==> config.mk <==
export PLATFORM = sky130hd
export DESIGN_NAME = aat_cfg
export DESIGN_NICKNAME = d
export VERILOG_FILES = /design/src/aat_pkg.sv /design/src/aat_cfg.sv
export SDC_FILE = /design/constraint.sdc
export NUM_CORES = 1
export LEC_CHECK = 0
export BUFFER_PORTS_ARGS = -buffer_cell sky130_fd_sc_hd__buf_2
export CORE_ASPECT_RATIO = 0.7
export CORE_MARGIN = 4
export CORE_UTILIZATION = 45
export CTS_CLUSTER_DIAMETER = 30
export CTS_CLUSTER_SIZE = 28
export DETAILED_ROUTE_END_ITERATION = 7
export GPL_ROUTABILITY_DRIVEN = 1
export PLACE_DENSITY = 0.72
export SETUP_SLACK_MARGIN = 0.4
export SYNTH_ARGS = -nofsm -noshare
export SYNTH_HDL_FRONTEND = slang
export SYNTH_SLANG_ARGS = --single-unit
==> constraint.sdc <==
create_clock -name i_clk -period 1.9 [get_ports i_clk]
set_input_delay 0 -clock i_clk [delete_from_list [all_inputs] [get_ports i_clk]]
set_output_delay 0 -clock i_clk [all_outputs]
set_load 0.005 [all_outputs]
==> src/aat_pkg.sv <==
// shared types, constants and helpers for the transformed bounding box block
package aat_pkg;

    localparam int DATA_W    = 32;
    localparam int FRAC_W    = 16;
    localparam int PROD_W    = 2 * DATA_W - FRAC_W;
    localparam int SUM_W     = PROD_W + 2;
    localparam int CFG_IDX_W = 3;
    localparam int STAGES    = 4;

    // configuration register indexes
    typedef enum logic [CFG_IDX_W-1:0] {
        REG_OBJ_MIN_X = 3'd0,
        REG_OBJ_MIN_Y = 3'd1,
        REG_OBJ_MIN_Z = 3'd2,
        REG_OBJ_MAX_X = 3'd3,
        REG_OBJ_MAX_Y = 3'd4,
        REG_OBJ_MAX_Z = 3'd5
    } t_cfg_reg;

    typedef struct packed {
        logic signed [DATA_W-1:0] m00;
        logic signed [DATA_W-1:0] m01;
        logic signed [DATA_W-1:0] m02;
        logic signed [DATA_W-1:0] m03;
        logic signed [DATA_W-1:0] m10;
        logic signed [DATA_W-1:0] m11;
        logic signed [DATA_W-1:0] m12;
        logic signed [DATA_W-1:0] m13;
        logic signed [DATA_W-1:0] m20;
        logic signed [DATA_W-1:0] m21;
        logic signed [DATA_W-1:0] m22;
        logic signed [DATA_W-1:0] m23;
    } t_aat_in;

    typedef struct packed {
        logic signed [DATA_W-1:0] world_min_x;
        logic signed [DATA_W-1:0] world_min_y;
        logic signed [DATA_W-1:0] world_min_z;
        logic signed [DATA_W-1:0] world_max_x;
        logic signed [DATA_W-1:0] world_max_y;
        logic signed [DATA_W-1:0] world_max_z;
        logic signed [DATA_W-1:0] center_x;
        logic signed [DATA_W-1:0] center_y;
        logic signed [DATA_W-1:0] center_z;
        logic signed [DATA_W-1:0] half_x;
        logic signed [DATA_W-1:0] half_y;
        logic signed [DATA_W-1:0] half_z;
    } t_aat_out;

    // object box as seen by the row datapaths
    typedef struct packed {
        logic signed [DATA_W-1:0] min_x;
        logic signed [DATA_W-1:0] min_y;
        logic signed [DATA_W-1:0] min_z;
        logic signed [DATA_W-1:0] max_x;
        logic signed [DATA_W-1:0] max_y;
        logic signed [DATA_W-1:0] max_z;
    } t_aat_box;

    localparam logic signed [SUM_W-1:0] SAT_HI = SUM_W'(64'sd2147483647);
    localparam logic signed [SUM_W-1:0] SAT_LO = SUM_W'(-64'sd2147483648);

    // clamp a wide sum to the signed 32-bit range
    function automatic logic signed [DATA_W-1:0] sat32(input logic signed [SUM_W-1:0] v);
        logic signed [DATA_W-1:0] res;
        if (v > SAT_HI) begin
            res = SAT_HI[DATA_W-1:0];
        end else if (v < SAT_LO) begin
            res = SAT_LO[DATA_W-1:0];
        end else begin
            res = v[DATA_W-1:0];
        end
        return res;
    endfunction

endpackage

==> src/aat_cfg.sv <==
// object box configuration registers
module aat_cfg
    import aat_pkg::*;
(
    input  logic                 i_clk,
    input  logic                 i_rst_n,
    input  logic                 i_cfg_valid,
    input  logic [CFG_IDX_W-1:0] i_cfg_index,
    input  logic [DATA_W-1:0]    i_cfg_data,
    output t_aat_box             o_box
);

    t_aat_box r_box;

    // register write decode, unknown indexes are dropped
    always_ff @(posedge i_clk) begin
        if (!i_rst_n) begin
            r_box <= '0;
        end else if (i_cfg_valid) begin
            unique case (i_cfg_index)
                REG_OBJ_MIN_X: r_box.min_x <= i_cfg_data;
                REG_OBJ_MIN_Y: r_box.min_y <= i_cfg_data;
                REG_OBJ_MIN_Z: r_box.min_z <= i_cfg_data;
                REG_OBJ_MAX_X: r_box.max_x <= i_cfg_data;
                REG_OBJ_MAX_Y: r_box.max_y <= i_cfg_data;
                REG_OBJ_MAX_Z: r_box.max_z <= i_cfg_data;
                default: ;
            endcase
        end
    end

    assign o_box = r_box;

endmodule

Yosys cells after proc, flatten, opt, wreduce, memory -nomap -nowiden:

Cells that the tools add are included.

* multiplexer cells: 0
* bitwise gates (word level): 0
* equal/unequal tests: 5
* divide/modulo/power cells: 0
* $add $sub $neg: 0
* multipliers: 0
* order comparisons: 0
* shift operators: 0
* reduce and logical (&&, ||, !) cells: 7

Operators with widths (number)
* $reduce_and A2 Y1: 6
* $eq A3 B2 Y1 const B: 2
* $eq A3 B3 Y1 const B: 2
* $eq A3 B1 Y1 const B: 1
* $logic_not A3 Y1: 1

* logic and storage cells: 18
* bits in registers: 192
* memories: 0
* output and inout bits: 192
* memory bits (read-only): 0
* bits of input ports: 38
* bits in latches: 0
* RAM bits: 0

Logic depth before layout (Yosys ltp):

* depth in word-level cells: 2
* gate-level depth with buffers: 5
* gate-level depth less buffers: 2

Worst setup path after synthesis:

Ideal clock, no wire load.

* path kind: input port to flip-flop
* start point: in i_cfg_index[0]
* end point: reg r_box (netlist bit o_box[160])
* path buffers: 2
* setup slack: 0.914 ns
* stages on the path: 4
* setup time: 0.072 ns
* required time: 1.828 ns
* arrival time: 0.914 ns
* path through: buf_6 > nor4b_4 > buf_6 > mux2i_1

* longest elaborated chain between the ends: 2

Ends and longest elaborated chain
* start, declared: RTL line aat_cfg.sv:8 `input logic [CFG_IDX_W-1:0] i_cfg_index,`
* $logic_not A3 Y1: RTL line aat_cfg.sv:20 `unique case (i_cfg_index)`
* $reduce_and A2 Y1 (no source line)
* end, declared: RTL line aat_cfg.sv:13 `t_aat_box r_box;`

No other way between the ends.
A chain may end at the register's enable or synchronous reset.

==> flow_summary.yaml <==
synthesis:
  synth_seq_cells: 192
  ys_seq_area_frac: 0.552
  yosys.area.top_type_share: 0.552
  ys.warnings.count: 0
  syn_area_per_cell_sq_um: 10.5
  synth_cell_type_count: 12
  postSynthCellCount: 661
  syn_nets: 699
  netlist_top_cells_area: "dfxtp_1 (55%), mux2i_1 (28%), nand2_1 (12%)"
  syn_area_sq_um: 6970
  synth_area_leader_cell: "dfxtp_1"
grt:
  grt_max_degree: 53
  grt_pass1_vias: 5296
  grt_usage: 0.208
  grt-ovfl-total: 0
  grt_pass1_wl_microns: 29100
  antenna_found_initial: 0
timing:
  hold_viol_final: 0
  fin_tns_setup_ns: 0
  finalMaxSlewViolations: 0
  setup_violations: 0
  post-route-period-util: 0.714
  max_freq_mhz: 737
  fin_crit_ns: 1.36
  worstMarginPinSlew_ns: 0.836
  fin_skew_ns: 0
  rsz0062_at_grt: "no"
  slew_headroom: 0.442
  whs_ns: 0.0144
setup_path:
  cp_slowest_cell: "dlygate4sd3_1"
  cp_num_buf_inv: 3
  path_delay_family: "buffers and inverters"
  worstPathArrival_ns: 1.69
  crit_path_max_incr_delay_ns: 0.57
  path_class: "in2reg"
  end_kind: "register"
  cp_max_fo: 52
  critical_path_required_ns: 2.23
  worst_setup_path_start_kind: "primary input"
  crit_chain: "dlygate4sd3_1, buf_6, buf_12, nand2_1, mux2i_1"
drt:
  drc_errors: 0
  firstDrtPassIters: 4
  ant_nets: 0
  post_drt_via_cell_ratio: 4.87
  drt_iter0_drc: 261
  wl_per_cell_microns: 16.8
  num_vias: 5391
  routed_wl_microns: 18600
layout:
  nFillCells: 1259
  final_common_cell: "buf_2"
  mostFrequentLayoutCells: "buf_2 (228), nand2_1 (224), mux2i_1 (192), dfxtp_1 (192), dlygate4sd3_1 (20)"
  final_area_sq_um: 9140
  synthToLayoutAreaGrowth_pct: 31.2
  drive_gt1_frac: 0.308
  finalNetCount: 936
  num_antenna_cells: 0
  largest_reg_flops: 192
cts:
  cts.sinks: 192
  clkTransAtPathRegs_ns: 0.07
  clockBufferDepth: 2
  clockRootBuffer: "clkbuf_16"
  cts_buffers: 17
  clk_latency_ns: 0.41
  htree_levels: 4
  cts_tree: "yes"
place:
  io_buffers: 229
  gp_congestion: 0.766
  placed_area_sq_um: 8320
  dpl.hpwl_microns: 12800
floorplan:
  die_area_sq_um: 17600
  initial_core_util: 0.466
  die_h_microns: 112
  fp-row-count: 37
  core-area_sq_um: 15000
  die_w_microns: 157
  ioPinCount: 230
power_and_ir_drop:
  power_density_nw_per_um2: 920
  p_leak_uw: 0.00487
  ir_drop_v: 0.000418
worst_hold_path:
  hp-class: "in2reg"
run:
  drv_cap: 0
status:
  status: "complete, no violations"
-- per-layer routing --
layer  GRT usage  wire (microns)  part of all wire
met5           0               0                 0
met2       0.321            8240              0.44
met1       0.280            8650              0.46
met4      0.0509             231             0.012
met3      0.0713            1480             0.080
-- metrics by stage --
step,util,std cells,worst slack (ns),total power (uW)
after floorplan,-,661,0.914,4530
after global placement,0.556,1054,0.500,4770
after detailed placement,0.556,1054,0.438,4780
after CTS,0.611,1106,0.588,8500
after global routing,0.611,1106,0.433,8720
final,0.611,1106,0.543,8410
-- worst paths after layout --
path | start | end | slack (ns) | cells after the start
worst min register to register | o_box[179] | o_box[179] | 0.45 | 2
worst min-delay path | i_cfg_data[31] | o_box[127] | 0.01 | 3
worst max-delay path | i_rst_n | o_box[148] | 0.54 | 5
worst max register to register | o_box[115] | o_box[115] | 1.24 | 2
-- power by group --
part	internal, uW	switching [uW]	leakage (uW)
Clock	2020	1670	0.000305
Sequential	4110	46.8	0.00155
Combinational	245	314	0.00301
Total	6370	2040	0.00487
-- worst register-to-register path, stage by stage, from the launching register on --
cell	delay, ns
dfxtp_1	0.38
nand2_1	0.07
mux2i_1	0.13
-- synth_stat cells --
library cell	n
buf_6	7
nand4bb_1	2
and4bb_2	1
buf_1	3
nor4b_4	1
nand4b_1	2
nand2_1	224
buf_2	9
clkbuf_1	16
buf_4	12
dfxtp_1	192
mux2i_1	192
-- area by class of cell --
class | instances | area, sq um | area share
clock buffer | 17 | 425 | 0.0465
clock inverter | 15 | 198 | 0.0216
multi-input combinational | 422 | 2870 | 0.314
sequential | 192 | 3840 | 0.420
tap | 195 | 244 | 0.0267
timing repair buffer | 265 | 1560 | 0.171
-- kinds of logic (layout without fill, tap and decap cells) --
family	Yosys count	in the layout	share of synthesized area
flops	192	192	0.552
buf+inv	47	297	0.0409
mux	192	192	0.276
simple gates	230	230	0.132
-- timing repair --
| item | CTS | global route |
|---|---|---|
| hold endpoints to repair | 92 | 0 |
| endpoints found under the setup margin | 0 | 0 |
| gates resized for setup | 0 | 0 |
| buffers inserted | 0 | 0 |
| hold buffers | 20 | 0 |
Note: power is estimated with default switching activity, not from simulation.
